**src/rtl/dnp_pkg.sv**
```systemverilog
// shared types for the decimal number text parser
// token classes passed from the front classifier to the back parser
package dnp_pkg;

    typedef enum logic [2:0] {
        TK_DIGIT,
        TK_PLUS,
        TK_MINUS,
        TK_POINT,
        TK_EXP,
        TK_OTHER,
        TK_END
    } tok_kind_t;

    typedef struct packed {
        tok_kind_t  kind;
        logic [3:0] digit;
    } token_t;

    localparam logic [7:0] CH_ZERO  = 8'd48;
    localparam logic [7:0] CH_NINE  = 8'd57;
    localparam logic [7:0] CH_PLUS  = 8'h2B;
    localparam logic [7:0] CH_MINUS = 8'h2D;
    localparam logic [7:0] CH_POINT = 8'h2E;
    localparam logic [7:0] CH_EXP   = 8'h45;

endpackage

```
**src/rtl/dnp_front.sv**
```systemverilog
// front end: classifies each input character into a token and holds it
// in a two-entry queue for the back end; depends on dnp_pkg
module dnp_front import dnp_pkg::*; (
    input  logic       aclk,
    input  logic       aresetn,
    input  logic       s_valid,
    output logic       s_ready,
    input  logic [7:0] s_character,
    input  logic       s_terminator,
    output logic       tok_valid,
    input  logic       tok_ready,
    output token_t     tok
);

    token_t     mem_reg [2];
    logic [1:0] count_reg, count_next;
    logic       wr_ptr_reg, wr_ptr_next;
    logic       rd_ptr_reg, rd_ptr_next;
    token_t     cls;
    logic       push, pop;

    always_comb begin
        cls.digit = 4'(s_character - CH_ZERO);
        if (s_terminator) begin
            cls.kind = TK_END;
        end else if (s_character inside {[CH_ZERO:CH_NINE]}) begin
            cls.kind = TK_DIGIT;
        end else begin
            case (s_character)
                CH_PLUS:  cls.kind = TK_PLUS;
                CH_MINUS: cls.kind = TK_MINUS;
                CH_POINT: cls.kind = TK_POINT;
                CH_EXP:   cls.kind = TK_EXP;
                default:  cls.kind = TK_OTHER;
            endcase
        end
    end

    assign s_ready   = (count_reg != 2'd2);
    assign tok_valid = (count_reg != 2'd0);
    assign tok       = mem_reg[rd_ptr_reg];
    assign push      = s_valid && s_ready;
    assign pop       = tok_valid && tok_ready;

    always_comb begin
        wr_ptr_next = push ? ~wr_ptr_reg : wr_ptr_reg;
        rd_ptr_next = pop ? ~rd_ptr_reg : rd_ptr_reg;
        count_next  = count_reg;
        if (push && !pop) begin
            count_next = count_reg + 2'd1;
        end else if (pop && !push) begin
            count_next = count_reg - 2'd1;
        end
    end

    always_ff @(posedge aclk) begin
        if (push) begin
            mem_reg[wr_ptr_reg] <= cls;
        end
        if (!aresetn) begin
            count_reg  <= 2'd0;
            wr_ptr_reg <= 1'b0;
            rd_ptr_reg <= 1'b0;
        end else begin
            count_reg  <= count_next;
            wr_ptr_reg <= wr_ptr_next;
            rd_ptr_reg <= rd_ptr_next;
        end
    end

endmodule

```
**src/rtl/dnp_back.sv**
```systemverilog
// back end: grammar state machine, digit accumulation with saturation and
// the output register for the result; depends on dnp_pkg
module dnp_back import dnp_pkg::*; #(
    parameter int MANTISSA_BITS = 64,
    parameter int EXPONENT_BITS = 16
) (
    input  logic                            aclk,
    input  logic                            aresetn,
    input  logic                            tok_valid,
    output logic                            tok_ready,
    input  token_t                          tok,
    output logic                            m_valid,
    input  logic                            m_ready,
    output logic                            m_negative,
    output logic [MANTISSA_BITS-1:0]        m_mantissa,
    output logic signed [EXPONENT_BITS-1:0] m_decimal_exponent,
    output logic                            m_valid_res,
    output logic                            m_overflow
);

    localparam int MW = MANTISSA_BITS;
    localparam int EW = EXPONENT_BITS;
    localparam logic [EW+3:0] EXP_LIM_X = {4'b0000, 1'b1, {(EW-1){1'b0}}};
    localparam logic [EW-1:0] EXP_LIM   = {1'b1, {(EW-1){1'b0}}};
    localparam logic signed [EW+1:0] E_MAX = {3'b000, {(EW-1){1'b1}}};
    localparam logic signed [EW+1:0] E_MIN = {3'b111, {(EW-1){1'b0}}};

    typedef enum logic [3:0] {
        ST_INIT, ST_SIGN, ST_INT, ST_POINT, ST_FRAC,
        ST_EXP, ST_EXPSIGN, ST_EXPDIG, ST_ERROR
    } state_t;

    state_t          state_reg, state_next;
    logic            minus_reg, minus_next;
    logic [MW-1:0]   acc_reg, acc_next;
    logic [EW-1:0]   frac_reg, frac_next;
    logic [EW-1:0]   expv_reg, expv_next;
    logic            expneg_reg, expneg_next;
    logic            sat_reg, sat_next;

    logic            m_valid_reg, m_valid_next;
    logic            neg_out_reg, neg_out_next;
    logic [MW-1:0]   mant_out_reg, mant_out_next;
    logic [EW-1:0]   exp_out_reg, exp_out_next;
    logic            ok_out_reg, ok_out_next;
    logic            ovf_out_reg, ovf_out_next;

    logic            out_free, tok_fire, is_end;
    logic [MW+3:0]   mant_step;
    logic            mant_ovf;
    logic [EW+3:0]   exp_step;
    logic            exp_ovf;
    logic signed [EW+1:0] e_signed, e_sum;
    logic            ok;

    assign out_free  = !m_valid_reg || m_ready;
    assign is_end    = (tok.kind == TK_END);
    assign tok_ready = !is_end || out_free;
    assign tok_fire  = tok_valid && tok_ready;

    // acc * 10 + d as shift-add, overflow when the top bits are set
    assign mant_step = {1'b0, acc_reg, 3'b000} + {3'b000, acc_reg, 1'b0}
                     + {{MW{1'b0}}, tok.digit};
    assign mant_ovf  = |mant_step[MW+3:MW];
    assign exp_step  = {1'b0, expv_reg, 3'b000} + {3'b000, expv_reg, 1'b0}
                     + {{EW{1'b0}}, tok.digit};
    assign exp_ovf   = (exp_step > EXP_LIM_X);

    assign e_signed = expneg_reg ? -signed'({2'b00, expv_reg}) : signed'({2'b00, expv_reg});
    assign e_sum    = e_signed - signed'({2'b00, frac_reg});

    assign ok = (state_reg == ST_INIT) || (state_reg == ST_SIGN) || (state_reg == ST_INT) ||
                (state_reg == ST_POINT) || (state_reg == ST_FRAC) || (state_reg == ST_EXPDIG);

    always_comb begin
        state_next    = state_reg;
        minus_next    = minus_reg;
        acc_next      = acc_reg;
        frac_next     = frac_reg;
        expv_next     = expv_reg;
        expneg_next   = expneg_reg;
        sat_next      = sat_reg;
        m_valid_next  = m_ready ? 1'b0 : m_valid_reg;
        neg_out_next  = neg_out_reg;
        mant_out_next = mant_out_reg;
        exp_out_next  = exp_out_reg;
        ok_out_next   = ok_out_reg;
        ovf_out_next  = ovf_out_reg;

        if (tok_fire && is_end) begin
            m_valid_next  = 1'b1;
            neg_out_next  = 1'b0;
            mant_out_next = '0;
            exp_out_next  = '0;
            ok_out_next   = ok;
            ovf_out_next  = 1'b0;
            if (ok) begin
                neg_out_next  = minus_reg;
                mant_out_next = acc_reg;
                ovf_out_next  = sat_reg;
                if (e_sum > E_MAX) begin
                    exp_out_next = E_MAX[EW-1:0];
                    ovf_out_next = 1'b1;
                end else if (e_sum < E_MIN) begin
                    exp_out_next = E_MIN[EW-1:0];
                    ovf_out_next = 1'b1;
                end else begin
                    exp_out_next = e_sum[EW-1:0];
                end
            end
            state_next  = ST_INIT;
            minus_next  = 1'b0;
            acc_next    = '0;
            frac_next   = '0;
            expv_next   = '0;
            expneg_next = 1'b0;
            sat_next    = 1'b0;
        end else if (tok_fire) begin
            case (state_reg)
                ST_INIT: begin
                    if (tok.kind == TK_PLUS || tok.kind == TK_MINUS) begin
                        minus_next = (tok.kind == TK_MINUS);
                        state_next = ST_SIGN;
                    end else if (tok.kind == TK_DIGIT) begin
                        acc_next   = mant_ovf ? '1 : mant_step[MW-1:0];
                        sat_next   = sat_reg || mant_ovf;
                        state_next = ST_INT;
                    end else if (tok.kind == TK_POINT) begin
                        state_next = ST_POINT;
                    end else begin
                        state_next = ST_ERROR;
                    end
                end
                ST_SIGN: begin
                    if (tok.kind == TK_DIGIT) begin
                        acc_next   = mant_ovf ? '1 : mant_step[MW-1:0];
                        sat_next   = sat_reg || mant_ovf;
                        state_next = ST_INT;
                    end else begin
                        state_next = ST_ERROR;
                    end
                end
                ST_INT: begin
                    if (tok.kind == TK_DIGIT) begin
                        acc_next = mant_ovf ? '1 : mant_step[MW-1:0];
                        sat_next = sat_reg || mant_ovf;
                    end else if (tok.kind == TK_POINT) begin
                        state_next = ST_POINT;
                    end else if (tok.kind == TK_EXP) begin
                        state_next = ST_EXP;
                    end else begin
                        state_next = ST_ERROR;
                    end
                end
                ST_POINT, ST_FRAC: begin
                    if (tok.kind == TK_DIGIT) begin
                        acc_next = mant_ovf ? '1 : mant_step[MW-1:0];
                        // fraction count stops at the exponent limit
                        if (frac_reg[EW-1]) begin
                            sat_next = 1'b1;
                        end else begin
                            frac_next = frac_reg + 1'b1;
                            sat_next  = sat_reg || mant_ovf;
                        end
                        state_next = ST_FRAC;
                    end else if (tok.kind == TK_EXP) begin
                        state_next = ST_EXP;
                    end else begin
                        state_next = ST_ERROR;
                    end
                end
                ST_EXP: begin
                    if (tok.kind == TK_PLUS || tok.kind == TK_MINUS) begin
                        expneg_next = (tok.kind == TK_MINUS);
                        state_next  = ST_EXPSIGN;
                    end else if (tok.kind == TK_DIGIT) begin
                        expv_next  = exp_ovf ? EXP_LIM : exp_step[EW-1:0];
                        sat_next   = sat_reg || exp_ovf;
                        state_next = ST_EXPDIG;
                    end else begin
                        state_next = ST_ERROR;
                    end
                end
                ST_EXPSIGN, ST_EXPDIG: begin
                    if (tok.kind == TK_DIGIT) begin
                        expv_next  = exp_ovf ? EXP_LIM : exp_step[EW-1:0];
                        sat_next   = sat_reg || exp_ovf;
                        state_next = ST_EXPDIG;
                    end else begin
                        state_next = ST_ERROR;
                    end
                end
                default: begin
                    state_next = ST_ERROR;
                end
            endcase
        end
    end

    always_ff @(posedge aclk) begin
        neg_out_reg  <= neg_out_next;
        mant_out_reg <= mant_out_next;
        exp_out_reg  <= exp_out_next;
        ok_out_reg   <= ok_out_next;
        ovf_out_reg  <= ovf_out_next;
        if (!aresetn) begin
            state_reg   <= ST_INIT;
            minus_reg   <= 1'b0;
            acc_reg     <= '0;
            frac_reg    <= '0;
            expv_reg    <= '0;
            expneg_reg  <= 1'b0;
            sat_reg     <= 1'b0;
            m_valid_reg <= 1'b0;
        end else begin
            state_reg   <= state_next;
            minus_reg   <= minus_next;
            acc_reg     <= acc_next;
            frac_reg    <= frac_next;
            expv_reg    <= expv_next;
            expneg_reg  <= expneg_next;
            sat_reg     <= sat_next;
            m_valid_reg <= m_valid_next;
        end
    end

    assign m_valid            = m_valid_reg;
    assign m_negative         = neg_out_reg;
    assign m_mantissa         = mant_out_reg;
    assign m_decimal_exponent = signed'(exp_out_reg);
    assign m_valid_res        = ok_out_reg;
    assign m_overflow         = ovf_out_reg;

endmodule

```
**src/rtl/decimal_number_text_parser.sv**
```systemverilog
// top level of the decimal number text parser: front classifier and queue,
// back parser and output register; depends on dnp_pkg, dnp_front, dnp_back
//
//  channel  | ports                                   | carries
//  ---------+-----------------------------------------+-----------------------------
//  input    | s_valid s_ready s_character s_terminator | one character or end marker
//  result   | m_valid m_ready m_negative m_mantissa    | one result per end marker
//           | m_decimal_exponent m_valid_res m_overflow|
//
// one character per cycle sustained while no result is stalled; the back end
// takes one token per cycle through a single shift-add of the digit accumulator
// a result is registered on m_valid when the back end takes its end marker
// reset: synchronous, active low on aresetn, no clearing pass
// while a result is stalled the next end marker waits at the queue head; characters
// behind it fill the two-entry queue and then s_ready drops
module decimal_number_text_parser import dnp_pkg::*; #(
    parameter int MANTISSA_BITS = 64,
    parameter int EXPONENT_BITS = 16
) (
    input  logic                            aclk,
    input  logic                            aresetn,
    input  logic                            s_valid,
    output logic                            s_ready,
    input  logic [7:0]                      s_character,
    input  logic                            s_terminator,
    output logic                            m_valid,
    input  logic                            m_ready,
    output logic                            m_negative,
    output logic [MANTISSA_BITS-1:0]        m_mantissa,
    output logic signed [EXPONENT_BITS-1:0] m_decimal_exponent,
    output logic                            m_valid_res,
    output logic                            m_overflow
);

    logic   tok_valid;
    logic   tok_ready;
    token_t tok;

    dnp_front u_front (
        .aclk         (aclk),
        .aresetn      (aresetn),
        .s_valid      (s_valid),
        .s_ready      (s_ready),
        .s_character  (s_character),
        .s_terminator (s_terminator),
        .tok_valid    (tok_valid),
        .tok_ready    (tok_ready),
        .tok          (tok)
    );

    dnp_back #(
        .MANTISSA_BITS (MANTISSA_BITS),
        .EXPONENT_BITS (EXPONENT_BITS)
    ) u_back (
        .aclk               (aclk),
        .aresetn            (aresetn),
        .tok_valid          (tok_valid),
        .tok_ready          (tok_ready),
        .tok                (tok),
        .m_valid            (m_valid),
        .m_ready            (m_ready),
        .m_negative         (m_negative),
        .m_mantissa         (m_mantissa),
        .m_decimal_exponent (m_decimal_exponent),
        .m_valid_res        (m_valid_res),
        .m_overflow         (m_overflow)
    );

endmodule

```
**config.mk**
```make
export PLATFORM = sky130hd
export DESIGN_NAME = decimal_number_text_parser
export DESIGN_NICKNAME = d
export VERILOG_FILES = /design/src/rtl/dnp_pkg.sv /design/src/rtl/dnp_front.sv /design/src/rtl/dnp_back.sv /design/src/rtl/decimal_number_text_parser.sv
export SDC_FILE = /design/constraint.sdc
export NUM_CORES = 1
export LEC_CHECK = 0
export ABC_CLOCK_PERIOD_IN_PS = 8650
export BUFFER_PORTS_ARGS = -buffer_cell sky130_fd_sc_hd__buf_4
export CAP_MARGIN = 20
export CORE_MARGIN = 1
export CORE_UTILIZATION = 35
export CTS_CLUSTER_SIZE = 20
export DETAILED_ROUTE_END_ITERATION = 12
export PLACE_DENSITY = 0.6
export SYNTH_ARGS = -nofsm -noshare
export SYNTH_HDL_FRONTEND = slang
export SYNTH_SLANG_ARGS = --single-unit
```
**constraint.sdc**
```tcl
create_clock -name aclk -period 8.65 [get_ports aclk]
set_input_delay 0 -clock aclk [delete_from_list [all_inputs] [get_ports aclk]]
set_output_delay 0 -clock aclk [all_outputs]
set_load 0.01 [all_outputs]
```
==> flow_metrics.tcl <==
set metrics [dict create \
    status "finished clean" \
    cp-start-kind "flop" \
    dieArea_um2 42900 \
    worstPathCellList "mux2i_1 -> inv_1 -> fa_1 -> inv_1 -> fa_1 -> nor2b_1 -> o21bai_1 -> a21o_1 -> a311o_1 -> a211oi_1 -> o21ai_1 -> and3_1 -> nor4_4 -> buf_4 -> and2_1 -> a21oi_1" \
    synth_xor_area_share_pct 7.25 \
    maxCapViolCount 0 \
    synthToLayoutAreaGrowth_pct 14.0 \
    met2_length_mm 17.5 \
    nets 1924 \
    cts_root_buffer "clkbuf_16" \
    ys_seq_area_share_pct 34.6 \
    cts_buffer_depth 3 \
    synthAdderAreaFrac_pct 15.7 \
    wirelength_mm 38.8 \
    postCtsHoldBufs 8 \
    ios 98 \
    die_h_um 207 \
    start_util_pct 35.8 \
    final_common_cell "ha_1" \
    wl_per_cell_um 17.0 \
    rows 74 \
    syn_inst 1663 \
    drc_errors 0 \
    synth_compound_area_share_pct 21.6 \
    cts_buffers 24 \
    postCtsSetupRepairBufs 0 \
    grt_pass1_wl_mm 64.0 \
    crit_slowest_cell "and2_1" \
    required_ns 9.01 \
    synth_mux_area_share_pct 0.858 \
    hpwlAfterDp_mm 28.8 \
    synth_top_family_by_area "compound AO/OA/AOI/OAI gates" \
    cts_tree "built" \
    first_global_vias 12200 \
    clock.fmax_ghz 0.175 \
    yosys_warnings 0 \
    powerDensity_nw_per_um2 165 \
    hp-class "primary input to flop" \
    dr_total_vias 12500 \
    drtIter0Drc 842 \
    crit_type "flop to flop" \
    synth-simple-area-share_pct 16.6 \
    clock_skew_ns 0.0134 \
    layout-drive-gt1-share_pct 9.44 \
    first_pass_iters 5 \
    ant_nets 0 \
    routabilityCongestion 0.889 \
    arrival_ns 6.07 \
    worst_slew_pin_slew_ns 1.06 \
    rsz0062_at_grt "no" \
    synth_cell_types 75 \
    synthArstFlopShare_pct 0 \
    antenna_found_initial 0 \
    finalSetupViolations 0 \
    drt-met1-wl_mm 18.9 \
    finalCritPeriodShare_pct 66.0 \
    layout_common_cells "ha_1, a21oi_1, o21ai_0, nand2_1, nor2_1" \
    min_period_ns 5.71 \
    grt-ovfl-total 0 \
    vias_per_cell 5.50 \
    clock_sinks 206 \
    grt.total_usage_pct 17.9 \
    p_comb_share_pct 19.7 \
    die_w_um 207 \
    synth.cell_area_um2 14700 \
    routed.top_layer "met4" \
    p_sw_share_pct 29.3 \
    leakage_nw 6.99 \
    synth_flop_cell "dfxtp_1" \
    slowest_delay_ns 0.92 \
    maxSlewHeadroom_pct 29.5 \
    internal_power_w 0.00196 \
    p_clk_share_pct 37.0 \
    slew_viol_final 0 \
    setup_tns_ns 0 \
    clkTransAtPathRegs_ns 0.06 \
    grt_max_degree 109 \
    cts_max_level 1 \
    avgSynthCellArea_um2 8.86 \
    hold_viol 0 \
    power_w 0.00278 \
    diodes 0 \
    cp_max_fo 45 \
    endpoint_kind "flop" \
    port-buffer-count 97 \
    yosys_register_bits 206 \
    seq_power_share_pct 43.2 \
    ctsResizeCount 0 \
    wl_met3_mm 1.64 \
    clk_latency_ns 0.54 \
    synth_fp_nets 1858 \
    switchingPower_w 0.000813 \
    synth_edf_count 97 \
    ir_drop_mv 0.106 \
    core_um2 41200 \
]
## synthesized netlist by cell type, drive strengths merged (16+ instances only)
library cell | n | area share, %
ha | 177 | 15
a21oi | 165 | 5.6
o21ai | 150 | 5.1
nand2 | 125 | 3.2
nor2 | 112 | 2.9
dfxtp | 109 | 15
edfxtp | 97 | 20
and2 | 79 | 3.4
xnor2 | 70 | 4.2
a31oi | 57 | 2.4
clkbuf | 54 | 1.4
inv | 54 | 1.4
xor2 | 52 | 3.1
a21o | 39 | 2.0
nor3 | 32 | 1.1
nand4 | 27 | 1.1
nand3 | 25 | 0.85
buf | 18 | 0.61
a211oi | 17 | 0.87
o21bai | 16 | 0.82
## metal layers
metal | vias up | global-route usage, %
met5 | - | 0
met1 | 5958 | 25.1
met3 | 44 | 2.03
met4 | 0 | 5.28
li1 | 6251 | -
met2 | 280 | 28.8
## area by class of cell
cell class,instances,area [um^2]
fill,4059,24400
multi-input combinational,1331,9160
sequential,206,5090
timing repair buffer,112,873
clock buffer,37,712
tap,532,666
inverter,54,204
clock inverter,7,83.8
## through the flow
stage          hold slack (ns)  setup slack, ns  utilization [%]  cell area (um^2)  instances
2_1_floorplan           0.0989             4.43                -             14700       1663
3_3_place_gp             0.250             3.15             38.6             15900       2226
3_5_place_dp             0.251             2.92             38.6             15900       2226
4_1_cts                 0.0127             2.89             40.7             16800       2278
5_1_grt                 0.0587             2.47             40.8             16800       2279
6_report                0.0220             2.94             40.8             16800       2279
## critical path, delay by kind of cell (launching register included)
family	cells	cell delay, ns
simple gates	4	1.54
flops	1	0.65
compound gates	6	1.35
fa+ha+maj	2	1.00
buf+inv	3	0.64
mux	1	0.34
## worst paths after layout
kind                            start               endpoint  slack, ns  cells past startpoint
hold / removal         s_character[4]  u_front.mem_reg[1][4]       0.02                      3
hold reg to reg   u_back.frac_reg[14]    u_back.frac_reg[14]       0.49                      2
setup reg to reg                 flop      u_back.acc_reg[9]       2.94                     16
setup / recovery                 flop      u_back.acc_reg[9]       2.94                     16
## kinds of logic (layout without fill, tap and decap cells)
family                   count (synthesis)  in the layout
XOR/XNOR                               122            122
multiplexers                            12             12
AO/OA/AOI/OAI                          529            529
flip-flops                             206            206
buffers and inverters                  126            210
AND/OR/NAND/NOR                        486            486
adder cells (fa/ha/maj)                182            182
## power by group through the flow
stage	Sequential, W	Combinational (W)	Clock, W
5_1_grt	0.00121	0.000607	0.00110
4_1_cts	0.00120	0.000551	0.00106
6_report	0.00120	0.000548	0.00103
2_1_floorplan	0.00123	0.000307	0
3_3_place_gp	0.00122	0.000538	0
3_5_place_dp	0.00122	0.000545	0
No activity file was read; power rests on OpenSTA's default activity.
